## config.mk

```make
export PLATFORM = sky130hd
export DESIGN_NAME = charge_connector_session_fsm
export DESIGN_NICKNAME = d
export VERILOG_FILES = /design/src/design/ccsf_pkg.sv /design/src/design/charge_connector_session_fsm.sv
export SDC_FILE = /design/constraint.sdc
export NUM_CORES = 1
export LEC_CHECK = 0
export ABC_AREA = 1
export BUFFER_PORTS_ARGS = -buffer_cell sky130_fd_sc_hd__buf_2
export CAP_MARGIN = 20
export CORE_AREA = 4 4 145 147
export CTS_CLUSTER_DIAMETER = 40
export DETAILED_ROUTE_END_ITERATION = 10
export DIE_AREA = 0 0 149 151
export MAX_ROUTING_LAYER = met4
export PLACE_DENSITY = 0.72
export SLEW_MARGIN = 20
export SYNTH_ARGS = -nofsm -noshare
export SYNTH_HDL_FRONTEND = slang
export SYNTH_SLANG_ARGS = --single-unit
```

## constraint.sdc

```tcl
create_clock -name clock -period 4.2 [get_ports clock]
set_input_delay 0 -clock clock [delete_from_list [all_inputs] [get_ports clock]]
set_output_delay 0 -clock clock [all_outputs]
set_load 0.005 [all_outputs]
```

## src/design/ccsf_pkg.sv

```systemverilog
package ccsf_pkg;

   localparam logic [14:0] VOLT_MAX = 15'd20000;
   localparam logic [13:0] CURR_MAX = 14'd10000;
   localparam logic [15:0] TIMEOUT_RESET = 16'd100;

   // register index taken from paddr[2]
   localparam logic REG_TIMEOUT = 1'b0;
   localparam logic REG_CONNECTOR = 1'b1;

   typedef enum logic [2:0] {
      ST_DISC  = 3'd0,
      ST_KEY   = 3'd1,
      ST_ALLOC = 3'd2,
      ST_RUN   = 3'd3,
      ST_DONE  = 3'd4
   } state_type;

   typedef enum logic [2:0] {
      MODE_CONNECT    = 3'd0,
      MODE_DISCONNECT = 3'd1,
      MODE_NEW_PHASE  = 3'd2,
      MODE_ALLOC_RSP  = 3'd3,
      MODE_KEY        = 3'd4,
      MODE_TICK       = 3'd5,
      MODE_REQUEST    = 3'd6,
      MODE_NOP        = 3'd7
   } mode_type;

   typedef enum logic [2:0] {
      PH_OFF          = 3'd0,
      PH_EXPORT_CHECK = 3'd1,
      PH_OFF_CHECK    = 3'd2,
      PH_PRECHARGE    = 3'd3,
      PH_CHARGING     = 3'd4
   } phase_type;

   typedef enum logic [2:0] {
      WS_STANDBY  = 3'd0,
      WS_PLUGGED  = 3'd1,
      WS_STARTING = 3'd2,
      WS_CHARGING = 3'd3,
      WS_COMPLETE = 3'd4
   } working_type;

   typedef enum logic [1:0] {
      EV_NONE     = 2'd0,
      EV_START    = 2'd1,
      EV_STOP     = 2'd2
   } event_type;

   typedef enum logic [2:0] {
      FR_NONE      = 3'd0,
      FR_STOP      = 3'd1,
      FR_ALLOC     = 3'd2,
      FR_INS_OUT   = 3'd3,
      FR_INS_STOP  = 3'd4,
      FR_PRECHARGE = 3'd5,
      FR_CHARGING  = 3'd6
   } frame_type;

   typedef struct packed {
      logic [2:0]  mode;
      logic [2:0]  phase_in;
      logic        alloc_success;
      logic [14:0] req_voltage_in;
      logic [13:0] req_current_in;
   } req_word_type;

   typedef struct packed {
      logic [2:0]  session_state;
      logic [2:0]  phase_out;
      logic [2:0]  charge_status;
      logic        link_status;
      logic [1:0]  charging_event;
      logic [2:0]  frame_kind;
      logic [7:0]  frame_connector;
      logic [14:0] frame_voltage;
      logic [13:0] frame_current;
      logic        alloc_failed;
      logic        status_changed;
   } rsp_word_type;

endpackage

```

## src/design/charge_connector_session_fsm.sv

```systemverilog
// channel   | direction | handshake              | word
// req       | in        | req_valid / req_stall  | ccsf_pkg::req_word_type
// rsp       | out       | rsp_valid / rsp_stall  | ccsf_pkg::rsp_word_type
// csr       | in/out    | psel/penable, pready=1 | alloc_timeout_ticks, connector_id
//
// one word per cycle sustained while rsp is not stalled; an accepted word passes through the
// input register, then the session update into the result register, before it is offered on rsp
// synchronous active-high reset returns the session to disconnected, timeout to 100
// a stalled result holds in the output register while one more word waits in the
// input register; req_stall rises only when both are occupied and rsp is stalled
module charge_connector_session_fsm (
   input  logic                   clock,
   input  logic                   reset,
   input  logic                   req_valid,
   output logic                   req_stall,
   input  ccsf_pkg::req_word_type req_data,
   output logic                   rsp_valid,
   input  logic                   rsp_stall,
   output ccsf_pkg::rsp_word_type rsp_data,
   input  logic                   psel,
   input  logic                   penable,
   input  logic                   pwrite,
   input  logic [2:0]             paddr,
   input  logic [31:0]            pwdata,
   output logic [31:0]            prdata,
   output logic                   pready
);

   logic [15:0] timeout_cfg_ff;
   logic [7:0]  connector_ff;

   logic                   in_valid_ff;
   ccsf_pkg::req_word_type in_word_ff;
   logic                   out_valid_ff;
   ccsf_pkg::rsp_word_type out_word_ff, out_word_in;

   ccsf_pkg::state_type state_ff, state_in;
   logic [2:0]  phase_ff, phase_in;
   logic [14:0] volt_ff, volt_in;
   logic [13:0] curr_ff, curr_in;
   logic [15:0] count_ff, count_in;
   logic        armed_ff, armed_in;
   logic        failed_ff, failed_in;

   logic out_free, fire;

   // ---------------- configuration port
   assign pready = 1'b1;
   assign prdata = (paddr[2] == ccsf_pkg::REG_CONNECTOR) ? {24'd0, connector_ff}
                                                         : {16'd0, timeout_cfg_ff};

   always_ff @(posedge clock) begin
      if (reset) begin
         timeout_cfg_ff <= ccsf_pkg::TIMEOUT_RESET;
         connector_ff   <= 8'd0;
      end else if (psel && penable && pwrite && pready) begin
         if (paddr[2] == ccsf_pkg::REG_CONNECTOR) begin
            connector_ff <= pwdata[7:0];
         end else begin
            timeout_cfg_ff <= pwdata[15:0];
         end
      end
   end

   // ---------------- handshake
   assign out_free  = !out_valid_ff || !rsp_stall;
   assign fire      = in_valid_ff && out_free;
   assign req_stall = in_valid_ff && !out_free;
   assign rsp_valid = out_valid_ff;
   assign rsp_data  = out_word_ff;

   always_ff @(posedge clock) begin
      if (reset) begin
         in_valid_ff <= 1'b0;
      end else if (req_valid && !req_stall) begin
         in_valid_ff <= 1'b1;
      end else if (fire) begin
         in_valid_ff <= 1'b0;
      end
   end

   always_ff @(posedge clock) begin
      if (req_valid && !req_stall) begin
         in_word_ff <= req_data;
      end
   end

   always_ff @(posedge clock) begin
      if (reset) begin
         out_valid_ff <= 1'b0;
      end else if (fire) begin
         out_valid_ff <= 1'b1;
      end else if (!rsp_stall) begin
         out_valid_ff <= 1'b0;
      end
   end

   always_ff @(posedge clock) begin
      if (fire) begin
         out_word_ff <= out_word_in;
      end
   end

   // ---------------- session state
   always_ff @(posedge clock) begin
      if (reset) begin
         state_ff  <= ccsf_pkg::ST_DISC;
         phase_ff  <= ccsf_pkg::PH_OFF;
         volt_ff   <= 15'd0;
         curr_ff   <= 14'd0;
         count_ff  <= 16'd0;
         armed_ff  <= 1'b0;
         failed_ff <= 1'b0;
      end else if (fire) begin
         state_ff  <= state_in;
         phase_ff  <= phase_in;
         volt_ff   <= volt_in;
         curr_ff   <= curr_in;
         count_ff  <= count_in;
         armed_ff  <= armed_in;
         failed_ff <= failed_in;
      end
   end

   always_comb begin
      logic                want_state, want_phase, force_frame;
      logic                st_chg, ph_chg, carries_req;
      ccsf_pkg::state_type nst;
      logic [2:0]          nph, kind, working;
      logic [15:0]         count_inc;
      logic [1:0]          ev;

      want_state  = 1'b0;
      want_phase  = 1'b0;
      force_frame = 1'b0;
      nst         = state_ff;
      nph         = phase_ff;
      volt_in     = volt_ff;
      curr_in     = curr_ff;
      count_in    = count_ff;
      armed_in    = armed_ff;
      failed_in   = failed_ff;
      count_inc   = count_ff + 16'd1;

      case (ccsf_pkg::mode_type'(in_word_ff.mode))
         ccsf_pkg::MODE_CONNECT: begin
            if (state_ff == ccsf_pkg::ST_DISC) begin
               want_state = 1'b1;
               nst = ccsf_pkg::ST_KEY;
            end
         end
         ccsf_pkg::MODE_DISCONNECT: begin
            if (state_ff != ccsf_pkg::ST_DISC) begin
               want_state = 1'b1;
               nst = ccsf_pkg::ST_DISC;
            end
         end
         ccsf_pkg::MODE_NEW_PHASE: begin
            if (in_word_ff.phase_in <= ccsf_pkg::PH_CHARGING) begin
               want_phase = 1'b1;
               nph = in_word_ff.phase_in;
               if (state_ff == ccsf_pkg::ST_RUN && in_word_ff.phase_in == ccsf_pkg::PH_OFF)
               begin
                  want_state = 1'b1;
                  nst = ccsf_pkg::ST_DONE;
               end else if (state_ff == ccsf_pkg::ST_DONE &&
                            (in_word_ff.phase_in == ccsf_pkg::PH_EXPORT_CHECK ||
                             in_word_ff.phase_in == ccsf_pkg::PH_PRECHARGE ||
                             in_word_ff.phase_in == ccsf_pkg::PH_CHARGING)) begin
                  want_state = 1'b1;
                  nst = ccsf_pkg::ST_KEY;
               end
            end
         end
         ccsf_pkg::MODE_ALLOC_RSP: begin
            armed_in = 1'b0;
            if (state_ff == ccsf_pkg::ST_ALLOC) begin
               failed_in  = !in_word_ff.alloc_success;
               want_state = 1'b1;
               nst = ccsf_pkg::ST_RUN;
            end
         end
         ccsf_pkg::MODE_KEY: begin
            if (state_ff == ccsf_pkg::ST_KEY) begin
               want_state = 1'b1;
               nst = ccsf_pkg::ST_ALLOC;
            end
         end
         ccsf_pkg::MODE_TICK: begin
            if (armed_ff) begin
               count_in = count_inc;
               if (count_inc >= timeout_cfg_ff) begin
                  armed_in = 1'b0;
                  if (state_ff == ccsf_pkg::ST_ALLOC) begin
                     failed_in  = 1'b1;
                     want_state = 1'b1;
                     nst = ccsf_pkg::ST_RUN;
                  end
               end
            end
         end
         ccsf_pkg::MODE_REQUEST: begin
            volt_in = (in_word_ff.req_voltage_in > ccsf_pkg::VOLT_MAX) ?
                      ccsf_pkg::VOLT_MAX : in_word_ff.req_voltage_in;
            curr_in = (in_word_ff.req_current_in > ccsf_pkg::CURR_MAX) ?
                      ccsf_pkg::CURR_MAX : in_word_ff.req_current_in;
            force_frame = (state_ff == ccsf_pkg::ST_RUN);
         end
         default: begin
         end
      endcase

      st_chg   = want_state && (nst != state_ff);
      ph_chg   = want_phase && (nph != phase_ff);
      state_in = st_chg ? nst : state_ff;
      phase_in = ph_chg ? nph : phase_ff;

      ev = ccsf_pkg::EV_NONE;
      if (st_chg) begin
         ev = (state_in == ccsf_pkg::ST_RUN) ? ccsf_pkg::EV_START : ccsf_pkg::EV_STOP;
         if (state_in == ccsf_pkg::ST_ALLOC) begin
            count_in = 16'd0;
            armed_in = 1'b1;
         end
         if (state_in != ccsf_pkg::ST_RUN) begin
            failed_in = 1'b0;
         end
      end

      kind = ccsf_pkg::FR_NONE;
      if (st_chg || ph_chg || force_frame) begin
         case (state_in)
            ccsf_pkg::ST_ALLOC: kind = ccsf_pkg::FR_ALLOC;
            ccsf_pkg::ST_RUN: begin
               case (phase_in)
                  ccsf_pkg::PH_EXPORT_CHECK: kind = ccsf_pkg::FR_INS_OUT;
                  ccsf_pkg::PH_OFF_CHECK:    kind = ccsf_pkg::FR_INS_STOP;
                  ccsf_pkg::PH_PRECHARGE:    kind = ccsf_pkg::FR_PRECHARGE;
                  ccsf_pkg::PH_CHARGING:     kind = ccsf_pkg::FR_CHARGING;
                  default:                   kind = ccsf_pkg::FR_ALLOC;
               endcase
            end
            default: kind = ccsf_pkg::FR_STOP;
         endcase
      end
      carries_req = (kind == ccsf_pkg::FR_INS_OUT) || (kind == ccsf_pkg::FR_PRECHARGE) ||
                    (kind == ccsf_pkg::FR_CHARGING);

      case (state_in)
         ccsf_pkg::ST_DISC:  working = ccsf_pkg::WS_STANDBY;
         ccsf_pkg::ST_KEY:   working = ccsf_pkg::WS_PLUGGED;
         ccsf_pkg::ST_ALLOC: working = ccsf_pkg::WS_STARTING;
         ccsf_pkg::ST_RUN:   working = (phase_in == ccsf_pkg::PH_CHARGING) ?
                                       ccsf_pkg::WS_CHARGING : ccsf_pkg::WS_STARTING;
         default:            working = ccsf_pkg::WS_COMPLETE;
      endcase

      out_word_in.session_state   = state_in;
      out_word_in.phase_out       = phase_in;
      out_word_in.charge_status   = working;
      out_word_in.link_status     = (state_in != ccsf_pkg::ST_DISC);
      out_word_in.charging_event  = ev;
      out_word_in.frame_kind      = kind;
      out_word_in.frame_connector = (kind != ccsf_pkg::FR_NONE) ? connector_ff : 8'd0;
      out_word_in.frame_voltage   = carries_req ? volt_in : 15'd0;
      out_word_in.frame_current   = carries_req ? curr_in : 14'd0;
      out_word_in.alloc_failed    = failed_in;
      out_word_in.status_changed  = st_chg || ph_chg;
   end

endmodule

```

==> key figures <==
Run status
  • Outcome: complete, no violations

STA
  • RSZ-0062 raised after global routing: false
  • Final Hold Fails: 0
  • Worst slew pin tran: 0.8263 ns
  • Crit path time final: 3.646 ns
  • Worst Skew: approximately 0.011 ns
  • Highest Clock Rate: approximately 0.27 GHz
  • Hold slack final: between 0.04 and 0.05 ns
  • Tcrit/Tclk final: between 80 and 90%
  • Final worst setup slack: 0.5536 ns
  • Pins Over Slew Limit: 0
  • Setup TNS: 0 ns
  • Relative slew margins: between 40% and 50%
  • Count of final setup violators: 0

Floorplanning
  • Core area: roughly 20,000 µm²
  • Die X: about 150 µm
  • Starting Density: between 30% and 40%
  • Io pins: about 170
  • FP Rows: 52
  • Die area: around 22,000 µm²
  • Die extent in y: roughly 150 µm

Drt
  • DRC viols: 0
  • Vias: about 6,300
  • ANT nets after route: 0
  • Vias/cell: around 4.7
  • Avg WL per Cell: approximately 13 µm
  • Routed WL: ~18 mm
  • Initial drt markers: 363
  • DR pass1 iterations: 5

Power and ir drop
  • Total Power: roughly 4 mW
  • Lkg Pwr: ~4.3 nW
  • Max IR drop VDD: around 0.00027 V
  • Pwr Density: just under 400 nW/µm²

Worst setup path
  • Req. time, crit path: about 4.4 ns
  • CP Launch Type: flop
  • Crit path kind: reg2reg
  • WP data arrival: 3.82 ns
  • Nature of the critical path endpoint: flop
  • Max FO, Critical Path: 29

Clocking
  • H-tree Lvls: 4
  • Total CTS buffers: 17
  • Max clock buf depth: 2
  • CTS tree: yes
  • Clock root buffer: clkbuf_16
  • Post-CTS setup buffers: 0
  • Sink Count: about 170
  • CTS hold repair buffers: between 50 and 60
  • CTS resizes: 0
  • Reg clk slew, reported paths: approximately 0.06 ns
  • Later-pin clock latency in the skew report: around 0.43 ns

Place
  • Placed cell count: about 1,300
  • Gpl congestion: roughly 0.87
  • Placed Area: 8678 µm²
  • DP Wirelength: 11.61 mm
  • Worst slack, placed: 0.5516 ns
  • PortBufs: ~130

Final layout
  • Post-layout util: around 50%
  • Layout cell share with drive strength beyond 1: between 10% and 20%
  • Nets: between 1,000 and 1,500
  • Finished Layout Cells: ~1,300
  • Area Growth Syn to Fin: 25.87%
  • Fillcell total: approximately 1,800
  • Post-route cell area: between 9000 and 10,000 µm²

Synth
  • Synth area leader: edfxtp_1
  • Synth Flop Type: edfxtp_1
  • Synth Cell Area: between 7000 and 8000 µm²
  • Synth Register Bits: about 170
  • Synth area leaders: edfxtp_1, dfxtp_1, inv_1
  • Synth Warn #: 0
  • Asr flop ratio synth: 0%
  • Yosys top cell area share: between 30% and 40%
  • Cell variety after synth: 43
  • Mean post-synth cell area: between 8 and 9 µm²
  • EDFF count, synth: 89
  • Cells after Synth: about 880
  • Post-synthesis sequential area ratio: around 54%
  • Most common cell in the netlist: inv_1
  • Leading cell types by count after synthesis: inv_1, nand2_1, nor2_1

Global routing
  • Total Routing Usage GR: 16.34%
  • Grt ovf: 0
  • Largest net degree at the start of global routing: 80
  • First-pass GRT wire length: about 29 mm
  • Number of global-route vias before repair: 5,959
  • Antenna violations before repair: 1

Worst hold path
  • Hold Path Class: in2reg

Run
  • Max Cap Viol: 0
-- cell families (layout without fill, tap and decap cells) --
kind of cell	Yosys count	in the layout	synth area share, %
adder cells (fa/ha/maj)	17	17	2.716
AND/OR/NAND/NOR	301	301	17.53
other	2	18	0.09591
AO/OA/AOI/OAI	188	188	13.57
buffers and inverters	188	364	10.20
XOR/XNOR	14	14	1.566
flip-flops	168	168	54.33
-- cell type report --
type | count | area (µm²) | area share, %
antenna | 1 | 2.502 | 0.02539
clock buffer | 17 | 425.4 | 4.316
clock inverter | 15 | 185.2 | 1.879
inverter | 137 | 514.2 | 5.218
multi-input combinational | 537 | 2848 | 28.89
sequential | 168 | 4254 | 43.16
tap | 270 | 337.8 | 3.428
timing repair buffer | 195 | 1289 | 13.08
-- critical path, cell delays in order (launching register included) --
cell	delay, ns
dfxtp_1	0.38
ha_1	0.21
nand2_1	0.08
nor4_1	0.35
nand2_1	0.18
nor2_1	0.24
nand3_1	0.12
xor2_1	0.20
inv_1	0.08
ha_1	0.27
nand2_1	0.08
nor2_1	0.04
a21oi_1	0.14
nand2_1	0.11
nand2_2	0.11
nand2_2	0.08
nand2_4	0.10
o21ai_1	0.07
nand2_1	0.08
nand2_1	0.07
nand2_2	0.09
buf_12	0.23
nor2_1	0.06
-- final timing paths --
kind                                              startpoint                        endpoint  slack (ns)  cells past startpoint
worst max register to register      count_ff[0]$_SDFFE_PP0P_      rsp_data[30]$_SDFFCE_PN0P_        0.55                     22
worst min-delay path                                 penable  timeout_cfg_ff[5]$_SDFFE_PP1P_        0.05                      4
worst max-delay path                count_ff[0]$_SDFFE_PP0P_      rsp_data[30]$_SDFFCE_PN0P_        0.55                     22
worst min register to register  connector_ff[7]$_SDFFE_PP0P_    connector_ff[7]$_SDFFE_PP0P_        0.47                      2
-- flip-flops by register name (all words and copies together), names as in the netlist --
register	cells
connector_ff	8
timeout_cfg_ff	16
rsp_valid	1
state_ff	3
count_ff	16
failed_ff	1
volt_ff	15
in_valid_ff	1
curr_ff	14
phase_ff	3
in_word_ff	36
armed_ff	1
rsp_data	53
-- placed cells by master, fill, tap and decap left out, types with 3 or more instances in the layout --
cell type / n
inv_1: 132
buf_2: 131
nand2_1: 121
nor2_1: 102
edfxtp_1: 89
dfxtp_1: 79
o21ai_0: 68
a21oi_1: 65
dlygate4sd3_1: 56
nand3_1: 23
o211ai_1: 19
ha_1: 17
conb_1: 17
clkbuf_16: 17
nor2_4: 13
nor3_1: 13
xor2_1: 10
o21a_1: 9
nand4_1: 8
a31oi_1: 7
a211oi_1: 7
inv_6: 7
buf_4: 7
inv_2: 5
nor2_2: 5
nand2_2: 5
xnor2_1: 4
o21ai_2: 3
o22ai_1: 3
bufinv_16: 3
-- routing by layer --
metal	part of all wire, %	track usage (%)	routed length (µm)	vias up
li1	-	-	-	3239
met1	44	19.86	7829	2886
met2	48	26.91	8463	173
met3	5.2	3.381	915	35
met4	2.5	6.362	448	0
met5	0	-	0	-
-- power breakdown --
group	internal [mW]	switching, mW	leakage, nW
Clock	0.950	0.681	0.303
Sequential	1.82	0.0440	1.50
Combinational	0.162	0.235	2.54
Total	2.93	0.960	4.34
Note: power is estimated with default switching activity, not from simulation.
